--- config.mk ---
export PLATFORM = sky130hd
export DESIGN_NAME = bounded_ordered_list_engine_unit
export DESIGN_NICKNAME = d
export VERILOG_FILES = /design/src/bole_pkg.sv /design/src/bole_ram.sv /design/src/bounded_ordered_list_engine_unit.sv
export SDC_FILE = /design/constraint.sdc
export NUM_CORES = 2
export LEC_CHECK = 0
export ABC_AREA = 1
export BUFFER_PORTS_ARGS = -buffer_cell sky130_fd_sc_hd__buf_2
export CAP_MARGIN = 20
export CORE_ASPECT_RATIO = 0.9
export CORE_MARGIN = 4
export CORE_UTILIZATION = 47
export CTS_CLUSTER_SIZE = 30
export DETAILED_ROUTE_END_ITERATION = 8
export PLACE_DENSITY = 0.7
export SLEW_MARGIN = 40
export SYNTH_ARGS = -nofsm -noshare
export SYNTH_HDL_FRONTEND = slang
export SYNTH_SLANG_ARGS = --single-unit
--- constraint.sdc ---
create_clock -name clk -period 8.5 [get_ports clk]
set_input_delay 1.275 -clock clk [delete_from_list [all_inputs] [get_ports clk]]
set_output_delay 1.275 -clock clk [all_outputs]
set_load 0.1 [all_outputs]
--- src/bole_pkg.sv ---
// shared constants, codes and types for the bounded ordered list engine
`timescale 1ns / 1ps
`default_nettype none

package bole_pkg;

  localparam int CAPACITY   = 64;
  localparam int DATA_WIDTH = 32;

  localparam int ADDR_W   = $clog2(CAPACITY);
  localparam int CNT_W    = $clog2(CAPACITY + 1);
  localparam int CMD_W    = 3;
  localparam int POS_W    = 6;
  localparam int STATUS_W = 3;
  localparam int LEN_W    = 7;

  typedef logic signed [DATA_WIDTH-1:0] word_t;
  typedef logic [ADDR_W-1:0]            addr_t;
  typedef logic [CNT_W-1:0]             cnt_t;
  typedef logic [CMD_W-1:0]             cmd_t;
  typedef logic [STATUS_W-1:0]          status_t;

  localparam cmd_t CMD_APPEND = 3'd0;
  localparam cmd_t CMD_INSERT = 3'd1;
  localparam cmd_t CMD_DELETE = 3'd2;
  localparam cmd_t CMD_SEARCH = 3'd3;
  localparam cmd_t CMD_READ   = 3'd4;

  localparam status_t ST_OK        = 3'd0;
  localparam status_t ST_FULL      = 3'd1;
  localparam status_t ST_EMPTY     = 3'd2;
  localparam status_t ST_NOT_FOUND = 3'd3;
  localparam status_t ST_BAD_POS   = 3'd4;

  localparam cnt_t CNT_FULL = cnt_t'(CAPACITY);

endpackage

`default_nettype wire

--- src/bole_ram.sv ---
// generic single write port ram with registered read
`timescale 1ns / 1ps
`default_nettype none

module bole_ram #(
  parameter int WIDTH = 32,
  parameter int DEPTH = 64
) (
  input  wire logic                     clk,
  input  wire logic                     we,
  input  wire logic [$clog2(DEPTH)-1:0] waddr,
  input  wire logic [WIDTH-1:0]         wdata,
  input  wire logic [$clog2(DEPTH)-1:0] raddr,
  output logic      [WIDTH-1:0]         rdata
);

  logic [WIDTH-1:0] mem [DEPTH];

  always_ff @(posedge clk) begin
    if (we) begin
      mem[waddr] <= wdata;
    end
    rdata <= mem[raddr];
  end

endmodule

`default_nettype wire

--- src/bounded_ordered_list_engine_unit.sv ---
// top level: list sequencer over one entry ram with a result register
//
//  channel | ports                                  | handshake
//  in      | in_command, in_value, in_position      | in_valid / in_stall
//  out     | out_status, out_found, out_data,       | out_valid / out_stall
//          | out_length                             |
//
// one command at a time; append and any error found at accept pass through S_OUT to the output register
// read passes S_RD_A, S_RD_C and S_OUT; search and delete scan each entry examined via S_SCAN_A and S_SCAN_C
// insert and delete move one entry per address state and write state, set by the single registered ram read port
// synchronous rst_n empties the list, ram contents are not cleared
// a stalled result waits in the output register while the next word is taken
`timescale 1ns / 1ps
`default_nettype none

module bounded_ordered_list_engine_unit (
  input  wire logic                          clk,
  input  wire logic                          rst_n,
  input  wire logic                          in_valid,
  output logic                               in_stall,
  input  wire logic [bole_pkg::CMD_W-1:0]    in_command,
  input  wire logic signed [bole_pkg::DATA_WIDTH-1:0] in_value,
  input  wire logic [bole_pkg::POS_W-1:0]    in_position,
  output logic                               out_valid,
  input  wire logic                          out_stall,
  output logic [bole_pkg::STATUS_W-1:0]      out_status,
  output logic                               out_found,
  output logic signed [bole_pkg::DATA_WIDTH-1:0] out_data,
  output logic [bole_pkg::LEN_W-1:0]         out_length
);
  import bole_pkg::*;

  localparam logic [3:0] S_IDLE   = 4'd0;
  localparam logic [3:0] S_SCAN_A = 4'd1;
  localparam logic [3:0] S_SCAN_C = 4'd2;
  localparam logic [3:0] S_DEL_A  = 4'd3;
  localparam logic [3:0] S_DEL_W  = 4'd4;
  localparam logic [3:0] S_INS_A  = 4'd5;
  localparam logic [3:0] S_INS_W  = 4'd6;
  localparam logic [3:0] S_RD_A   = 4'd7;
  localparam logic [3:0] S_RD_C   = 4'd8;
  localparam logic [3:0] S_OUT    = 4'd9;

  logic [3:0] state_r, state_nxt;
  cmd_t       cmd_r, cmd_nxt;
  word_t      word_r, word_nxt;
  cnt_t       pos_r, pos_nxt;
  addr_t      idx_r, idx_nxt;
  cnt_t       count_r, count_nxt;
  status_t    res_status_r, res_status_nxt;
  logic       res_found_r, res_found_nxt;
  word_t      res_data_r, res_data_nxt;

  logic       out_valid_r, out_valid_nxt;
  status_t    out_status_r, out_status_nxt;
  logic       out_found_r, out_found_nxt;
  word_t      out_data_r, out_data_nxt;
  cnt_t       out_length_r, out_length_nxt;

  logic       mem_we;
  addr_t      mem_waddr;
  word_t      mem_wdata;
  addr_t      mem_raddr;
  logic [DATA_WIDTH-1:0] mem_rdata;
  word_t      rd_word;

  cnt_t       in_pos_ext;
  cnt_t       idx_ext;
  cnt_t       idx_p1;
  cnt_t       pos_p1;

  assign rd_word    = word_t'(mem_rdata);
  assign in_pos_ext = cnt_t'(in_position);
  assign idx_ext    = cnt_t'(idx_r);
  assign idx_p1     = idx_ext + cnt_t'(1);
  assign pos_p1     = pos_r + cnt_t'(1);

  bole_ram #(
    .WIDTH(DATA_WIDTH),
    .DEPTH(CAPACITY)
  ) u_ram (
    .clk  (clk),
    .we   (mem_we),
    .waddr(mem_waddr),
    .wdata(mem_wdata),
    .raddr(mem_raddr),
    .rdata(mem_rdata)
  );

  always_comb begin
    state_nxt      = state_r;
    cmd_nxt        = cmd_r;
    word_nxt       = word_r;
    pos_nxt        = pos_r;
    idx_nxt        = idx_r;
    count_nxt      = count_r;
    res_status_nxt = res_status_r;
    res_found_nxt  = res_found_r;
    res_data_nxt   = res_data_r;
    out_valid_nxt  = out_valid_r;
    out_status_nxt = out_status_r;
    out_found_nxt  = out_found_r;
    out_data_nxt   = out_data_r;
    out_length_nxt = out_length_r;
    mem_we         = 1'b0;
    mem_waddr      = idx_r;
    mem_wdata      = word_r;
    mem_raddr      = idx_r;

    if (out_valid_r && !out_stall) begin
      out_valid_nxt = 1'b0;
    end

    unique case (state_r)
      S_IDLE: begin
        if (in_valid) begin
          cmd_nxt        = in_command;
          word_nxt       = in_value;
          pos_nxt        = in_pos_ext;
          idx_nxt        = '0;
          res_status_nxt = ST_OK;
          res_found_nxt  = 1'b0;
          res_data_nxt   = '0;
          state_nxt      = S_OUT;
          unique case (in_command)
            CMD_APPEND: begin
              if (count_r == CNT_FULL) begin
                res_status_nxt = ST_FULL;
              end else begin
                mem_we    = 1'b1;
                mem_waddr = count_r[ADDR_W-1:0];
                mem_wdata = in_value;
                count_nxt = count_r + cnt_t'(1);
              end
            end
            CMD_INSERT: begin
              if (count_r == CNT_FULL) begin
                res_status_nxt = ST_FULL;
              end else if (count_r == '0) begin
                res_status_nxt = ST_EMPTY;
              end else if (in_pos_ext >= count_r) begin
                res_status_nxt = ST_BAD_POS;
              end else begin
                idx_nxt   = count_r[ADDR_W-1:0];
                state_nxt = S_INS_A;
              end
            end
            CMD_DELETE: begin
              if (count_r == '0) begin
                res_status_nxt = ST_EMPTY;
              end else begin
                state_nxt = S_SCAN_A;
              end
            end
            CMD_SEARCH: begin
              if (count_r != '0) begin
                state_nxt = S_SCAN_A;
              end
            end
            CMD_READ: begin
              if (count_r == '0) begin
                res_status_nxt = ST_EMPTY;
              end else if (in_pos_ext >= count_r) begin
                res_status_nxt = ST_BAD_POS;
              end else begin
                state_nxt = S_RD_A;
              end
            end
            default: begin
              state_nxt = S_OUT;
            end
          endcase
        end
      end
      S_SCAN_A: begin
        mem_raddr = idx_r;
        state_nxt = S_SCAN_C;
      end
      S_SCAN_C: begin
        if (rd_word == word_r) begin
          if (cmd_r == CMD_SEARCH) begin
            res_found_nxt = 1'b1;
            state_nxt     = S_OUT;
          end else begin
            state_nxt = S_DEL_A;
          end
        end else if (idx_p1 >= count_r) begin
          res_status_nxt = (cmd_r == CMD_DELETE) ? ST_NOT_FOUND : ST_OK;
          state_nxt      = S_OUT;
        end else begin
          idx_nxt   = idx_r + addr_t'(1);
          state_nxt = S_SCAN_A;
        end
      end
      S_DEL_A: begin
        if (idx_p1 < count_r) begin
          mem_raddr = idx_p1[ADDR_W-1:0];
          state_nxt = S_DEL_W;
        end else begin
          count_nxt = count_r - cnt_t'(1);
          state_nxt = S_OUT;
        end
      end
      S_DEL_W: begin
        mem_we    = 1'b1;
        mem_waddr = idx_r;
        mem_wdata = rd_word;
        idx_nxt   = idx_r + addr_t'(1);
        state_nxt = S_DEL_A;
      end
      S_INS_A: begin
        if (idx_ext > pos_p1) begin
          mem_raddr = idx_r - addr_t'(1);
          state_nxt = S_INS_W;
        end else begin
          mem_we    = 1'b1;
          mem_waddr = pos_p1[ADDR_W-1:0];
          mem_wdata = word_r;
          count_nxt = count_r + cnt_t'(1);
          state_nxt = S_OUT;
        end
      end
      S_INS_W: begin
        mem_we    = 1'b1;
        mem_waddr = idx_r;
        mem_wdata = rd_word;
        idx_nxt   = idx_r - addr_t'(1);
        state_nxt = S_INS_A;
      end
      S_RD_A: begin
        mem_raddr = pos_r[ADDR_W-1:0];
        state_nxt = S_RD_C;
      end
      S_RD_C: begin
        res_data_nxt = rd_word;
        state_nxt    = S_OUT;
      end
      S_OUT: begin
        if (!out_valid_r || !out_stall) begin
          out_valid_nxt  = 1'b1;
          out_status_nxt = res_status_r;
          out_found_nxt  = res_found_r;
          out_data_nxt   = res_data_r;
          out_length_nxt = count_r;
          state_nxt      = S_IDLE;
        end
      end
      default: begin
        state_nxt = S_IDLE;
      end
    endcase
  end

  always_ff @(posedge clk) begin
    if (!rst_n) begin
      state_r     <= S_IDLE;
      count_r     <= '0;
      out_valid_r <= 1'b0;
    end else begin
      state_r     <= state_nxt;
      count_r     <= count_nxt;
      out_valid_r <= out_valid_nxt;
    end
  end

  always_ff @(posedge clk) begin
    cmd_r        <= cmd_nxt;
    word_r       <= word_nxt;
    pos_r        <= pos_nxt;
    idx_r        <= idx_nxt;
    res_status_r <= res_status_nxt;
    res_found_r  <= res_found_nxt;
    res_data_r   <= res_data_nxt;
    out_status_r <= out_status_nxt;
    out_found_r  <= out_found_nxt;
    out_data_r   <= out_data_nxt;
    out_length_r <= out_length_nxt;
  end

  assign in_stall   = (state_r != S_IDLE);
  assign out_valid  = out_valid_r;
  assign out_status = out_status_r;
  assign out_found  = out_found_r;
  assign out_data   = out_data_r;
  assign out_length = LEN_W'(out_length_r);

endmodule

`default_nettype wire

### Yosys cells after proc, flatten, opt, wreduce, memory -nomap -nowiden

Memory sizes are Yosys's and may differ from the RTL's. A register that Yosys moved wholly into a read port is not among the register bits.
Cells that the tools add are included.

* mux-type cells: 69
* eq/ne operators: 28
* add/sub/neg operators: 6
* reduce and logical (&&, ||, !) cells: 22
* order comparisons: 4

Operators with widths (number)
* $mux 32: 4
* $pmux 32 s2: 2
* $mux 6: 13
* $mux 4: 14
* $pmux 4 s10: 1
* $mux 7: 5
* $eq 32x32->1: 1
* $pmux 6 s4: 1
* $pmux 7 s3: 1
* $ne 2x2->1 const B: 10
* $mux 3: 6
* $pmux 6 s3: 1
* $eq 4x3->1 const B: 4
* $pmux 4 s4: 1
* $add 6x1->7 const B: 2
* $mux 1: 13
* $eq 3x2->1 const B: 4
* $pmux 3 s4: 1
* $pmux 6 s2: 1
* $reduce_and 4->1: 3
* $eq 4x2->1 const B: 2
* $eq 4x4->1 const B: 2
* $reduce_and 2->1: 4
* $reduce_bool 4->1: 2
* 28 further kinds: 31

* output and inout bits: 45
* bits in writable memories: 2048
* memories kept: 1
* logic and storage cells: 144
* bits in registers: 138

Memory list
* u_ram.mem: depth 64, width 32, rd ports 1, clocked after memory_dff 1, wr ports 1, line bole_ram.sv:17 `logic [WIDTH-1:0] mem [DEPTH];`

### Depth between registers and ports, before layout

* depth after elaboration: 7
* depth in mapped cells: 27
* depth with buffers taken out: 26

### Modules after synthesis

From an unflattened synthesis, not the netlist that was laid out.

* cells, all modules: 7603
* area total of the unflattened synthesis: 90240.3 um^2

Modules (own cells, without submodules)
* bole_ram: times used 1, cells each 6779, area an instance 82724.3 um^2
* bounded_ordered_list_engine_unit: times used 1, cells each 824, area an instance 7516.0 um^2

### Worst setup path after synthesis

No wires, ideal clock.

* path type: input to register
* from: input in_command[2] (netlist bit)
* to: memory u_ram.mem[32][0], enable pin
* slack: 2.171 ns
* stages on the path: 11
* data arrival time: 5.828 ns
* setup time: 0.502 ns
* cell sequence: nor2_1 > inv_1 > nor2_1 > nand3_1 > nor2_2 > clkinv_1 > nand2_1 > inv_1 > nand2_1 > nand3_1 > nor4_1

* longest elaborated chain between the ends: 6
* elaborated cells on any way between the ends: 9
* those cells by class: 8 x mux; 1 x reduce/logical

RTL lines
* from (decl): line bounded_ordered_list_engine_unit.sv:21 `input wire logic [bole_pkg::CMD_W-1:0] in_command,`
* $logic_not 3->1 *: line bounded_ordered_list_engine_unit.sv:125 `unique case (in_command)`
* $mux 1: line bounded_ordered_list_engine_unit.sv:125
* $mux 1: line bounded_ordered_list_engine_unit.sv:116 `if (in_valid) begin`
* $pmux 1 s3: line bounded_ordered_list_engine_unit.sv:114 `unique case (state_r)`
* $mux 1: line bole_ram.sv:20 `if (we) begin`
* $mux 1 (implied by the code): line bole_ram.sv:21 `mem[waddr] <= wdata;`
* to (decl): line bole_ram.sv:17

Mark *: on every way between the ends. The rest lies on a longest branch, timed or not.

### Worst setup path after layout

* from: register idx_r[2]
* to: register u_ram.rdata[31], read port of u_ram.mem

* longest elaborated chain between the ends: 4
* elaborated cells on any way between the ends: 7
* those cells by class: 2 x add/sub; 2 x order compare; 3 x mux

RTL lines
* from (decl): line bounded_ordered_list_engine_unit.sv:48 `addr_t idx_r, idx_nxt;`
* from (signal assigned): line bounded_ordered_list_engine_unit.sv:270 `idx_r <= idx_nxt;`
* $add 6x1->7: line bounded_ordered_list_engine_unit.sv:75 `assign idx_p1 = idx_ext + cnt_t'(1);`
* $lt 7x7->1: line bounded_ordered_list_engine_unit.sv:196 `if (idx_p1 < count_r) begin`
* $mux 6: line bounded_ordered_list_engine_unit.sv:196
* $pmux 6 s3 *: line bounded_ordered_list_engine_unit.sv:114
* to (decl): line bole_ram.sv:14 `output logic [WIDTH-1:0] rdata`

Marks and branches as above.
A chain may end at the register's enable or synchronous reset.

==> summary.md <==
| Metric | Value |
|---|---|
| Outcome | `completed` |
| Via density | `5.795` |
| Sum of overflow across all layers after global routing | `0` |
| Start-to-end type of the worst setup path | `reg -> reg` |
| Library cells used by synthesis | `48` |
| Post-Synth Adder-Cell Area | `0.003659` |
| Instance count of the mapped netlist | `8847` |
| Final WL | `284.4 mm` |
| Worst-case clock buffer depth | `3` |
| Launch instance of the worst register-to-register path | `idx_r[2]` |
| Relative area change from synthesis to final layout | `11.68%` |
| Die outline area | `215500 µm²` |
| Number of gates resized after CTS | `0` |
| Area of all placed cells without fillers | `109200 µm²` |
| Total number of placement rows | `158` |
| Mux contribution to synthesized area | `0` |
| Data arrival time of the worst path | `6.93 ns` |
| Maximum VDD drop | `0.3875 mV` |
| Detailed Place HPWL | `157.7 mm` |
| Primary FF master, synth | `sky130_fd_sc_hd__edfxtp_1` |
| Maximum number of pins on one net before global-route repair | `197` |
| Placed inst area | `101700 µm²` |
| Leak Pwr | `42.73 nW` |
| Setup WS post-layout | `2.270 ns` |
| Classification of the worst-slack hold path | `reg -> reg` |
| Violation count after the first detailed-route iteration | `9948` |
| Final antenna-violating net count | `0` |
| Drt drc | `0` |
| Fraction of the mapped netlist area in compound gates | `0.01045` |
| Post-placement cell count | `11290` |
| Number of buffer cells added on primary ports | `89` |
| Setup Viol. Count Final | `0` |
| Switching portion of total power | `0.4017` |
| Clk_skew | `0.03573 ns` |
| XOR/XNOR share of the synthesized area | `0.002955` |
| Via total after detailed routing | `67800` |
| Most area-consuming cells after synthesis | `sky130_fd_sc_hd__edfxtp_1 67%, sky130_fd_sc_hd__nand3_1 11%, sky130_fd_sc_hd__inv_1 5.5%, sky130_fd_sc_hd__nand2_1 5.5%, sky130_fd_sc_hd__nand3b_1 4.9%` |
| Hold-fix buffers at CTS | `0` |
| Endpoints failing hold | `0` |
| Number of flops mapped to enable cells by yosys | `2174` |
| Post-Route Utilization | `0.5288` |
| Overall power of the completed layout | `36.64 mW` |
| Remaining max-slew budget at the tightest pin | `0.3927` |
| Average size of a mapped cell | `11.06 µm²` |
| # Post-CTS Setup Buffers | `0` |
| Number of clock buffers inserted by TritonCTS | `211` |
| Combinational fraction of design power | `0.367` |
| Clock tree from TritonCTS | `yes` |
| Routability cong. | `0.8791` |
| Portion of the clock cycle consumed by the worst path in the final layout | `0.7330` |
| H-tree depth | `4` |
| Overall Global Routing Usage | `0.2580` |
| Crit path launch | `idx_r[2]` |
| Antenna violations before repair | `7` |
| Post-route non-filler standard cell count | `11700` |
| Power Internal | `21.92 mW` |
| Fraction of final layout cells sized beyond drive strength 1 | `0.08277` |
| Sequential share of the synthesized area | `0.6764` |
| Die span in y | `440.8 µm` |
| Switching power | `14.72 mW` |
| Synthesized flop and latch total | `2218` |
| Crit path required time | `9.20 ns` |
| Library cell occupying the most area in the post-synthesis netlist | `sky130_fd_sc_hd__edfxtp_1` |
| Minimum clock period | `6.230 ns` |
| Wl on met1 | `109.8 mm` |
| Clock latency on the worst-skew pair | `0.84 ns` |
| Aggregate negative setup slack | `0 ns` |
| Clock sink count | `2218` |
| Hold Path Origin | `res_data_r[18]` |
| Post-Synthesis Cell Area | `97810 µm²` |
| Clock power share | `0.267` |
| Met3 Routed Length | `34.71 mm` |
| Met2 wire length | `126.9 mm` |
| Routed len/inst | `24.31 µm` |
| Yosys Warn Count | `0` |
| Worst-path maximum fanout | `65` |
| Main combinational cell family by area after synthesis | `simple AND/OR/NAND/NOR gates` |
| Simple-gate share of the synthesized area | `0.2226` |
| Hold slack final | `0.4190 ns` |
| Std-Cell Core Area | `206600 µm²` |
| Fraction of registers with async set or reset after synthesis | `0` |
| Highest Signal Layer | `met5` |
| Pwr/cell area | `335.4 nW/µm²` |
| Library cell used as clock root buffer | `sky130_fd_sc_hd__clkbuf_16` |
| Critical Path End Type | `register` |
| Via count of the first global-routing pass | `63840` |
| Pin slew with the least headroom to its limit | `0.9110 ns` |
| Max-slew violation count | `0` |
| Initial Utilization | `0.4735` |
| Max Freq | `160.5 MHz` |
| I/O Pins | `90` |
| Global-route wire length before repair | `416.6 mm` |
| Max-cap viol count | `0` |
| Chip width | `488.9 µm` |
| Share of Yosys cell area claimed by the top area cell type | `0.6674` |
| Sequential share of power | `0.366` |
| Placement-stage worst setup slack | `1.745 ns` |
| Post-CTS clock slew at the launch and capture registers of the worst setup and hold paths | `0.07 ns` |
| Startpoint kind of the worst setup timing path | `register` |
| Final Net Count | `8864` |
| Nets in the synthesized netlist | `8920` |
| Drt first pass iters | `6` |
| Unrepaired setup endpoints after global routing | `no` |
worst max-delay path, cell delays in order (launching register included):
cell,delay (ns)
sky130_fd_sc_hd__edfxtp_1,0.67
sky130_fd_sc_hd__nand3_1,0.21
sky130_fd_sc_hd__nor2_1,0.16
sky130_fd_sc_hd__nand2_1,0.08
sky130_fd_sc_hd__xor2_1,0.20
sky130_fd_sc_hd__inv_1,0.10
sky130_fd_sc_hd__ha_1,0.28
sky130_fd_sc_hd__nand2_1,0.06
sky130_fd_sc_hd__nor2_1,0.20
sky130_fd_sc_hd__nand2_1,0.10
sky130_fd_sc_hd__nand3_1,0.21
sky130_fd_sc_hd__nor2_1,0.07
sky130_fd_sc_hd__nor2_1,0.32
sky130_fd_sc_hd__nand2_8,0.39
sky130_fd_sc_hd__nand2_8,0.51
sky130_fd_sc_hd__buf_16,0.33
sky130_fd_sc_hd__buf_4,0.54
sky130_fd_sc_hd__buf_4,0.63
sky130_fd_sc_hd__nand2_1,0.15
sky130_fd_sc_hd__nand3_1,0.11
sky130_fd_sc_hd__nand3_1,0.09
sky130_fd_sc_hd__nand3_1,0.18
sky130_fd_sc_hd__nand3_1,0.13
sky130_fd_sc_hd__nand3_1,0.10
sky130_fd_sc_hd__nand2_1,0.08
area by class of cell:
| class | instances | area, µm² |
|---|---|---|
| clock inverters | 153 | 1715 |
| flip-flops and latches | 2218 | 66160 |
| well taps | 2720 | 3403 |
| diodes | 2 | 5.005 |
| fillers | 17020 | 97350 |
| clock buffers | 246 | 5474 |
| inverters | 1446 | 5449 |
| multi-input cells | 4633 | 24370 |
| repair buffers | 281 | 2663 |
cells in the final DEF (no fill, tap or decap), drive strengths merged, types with 62 or more instances in the layout:
cell type / count
inv: 1451
nor2: 139
edfxtp: 2174
nand3: 2146
clkbuf: 246
o21ai: 62
nand2: 1443
nand3b: 641
clkinv: 99
buf: 281
state kept, by name, indices dropped and copies added, names as in the netlist:
name	flops
res_status_r	3
cmd_r	3
out_data	32
out_status	3
res_found_r	1
word_r	32
pos_r	6
out_valid	1
res_data_r	32
out_length	7
idx_r	6
count_r	7
u_ram.mem	2048
state_r	4
out_found	1
u_ram.rdata	32
path summary, 6_finish.rpt:
path	to	slack [ns]	cells past startpoint
hold reg to reg	out_data[18]	0.42	0
setup / recovery	u_ram.rdata[31]	2.27	24
hold / removal	out_data[18]	0.42	0
setup reg to reg	u_ram.rdata[31]	2.27	24
Yosys cell counts, drive strengths merged, types with 13 or more instances:
library cell  count
edfxtp         2174
ha               27
nor2            139
xor2             13
nor3             13
nand2          1443
nand4            13
o21ai            62
o22ai            17
xnor2            20
buf             367
nand3          2146
a22oi            34
nand3b          641
clkbuf          183
a21oi            33
inv            1445
dfxtp            44
per-layer routing:
| layer | GRT usage | up-vias |
|---|---|---|
| li1 | - | 30090 |
| met4 | 0.1084 | 2 |
| met2 | 0.3931 | 4339 |
| met5 | 0 | - |
| met1 | 0.3563 | 32770 |
| met3 | 0.06100 | 599 |
logic make-up (layout without fill, tap and decap cells):
| family | after synthesis | in the layout |
|---|---|---|
| fa+ha+maj | 28 | 28 |
| simple gates | 4404 | 4404 |
| other cells | 0 | 2 |
| compound gates | 168 | 168 |
| buf+inv | 1996 | 2126 |
| flops | 2218 | 2218 |
| xor+xnor | 33 | 33 |
power groups by stage:
stage,sequential [mW],combinational (mW),clock (mW)
after floorplan,13.7,8.13,0
after global placement,13.6,12.7,0
after detailed placement,13.6,13.0,0
after CTS,13.4,13.1,9.85
after global routing,13.4,14.3,10.3
final,13.4,13.5,9.77
Power figures use the tool's default switching activity.
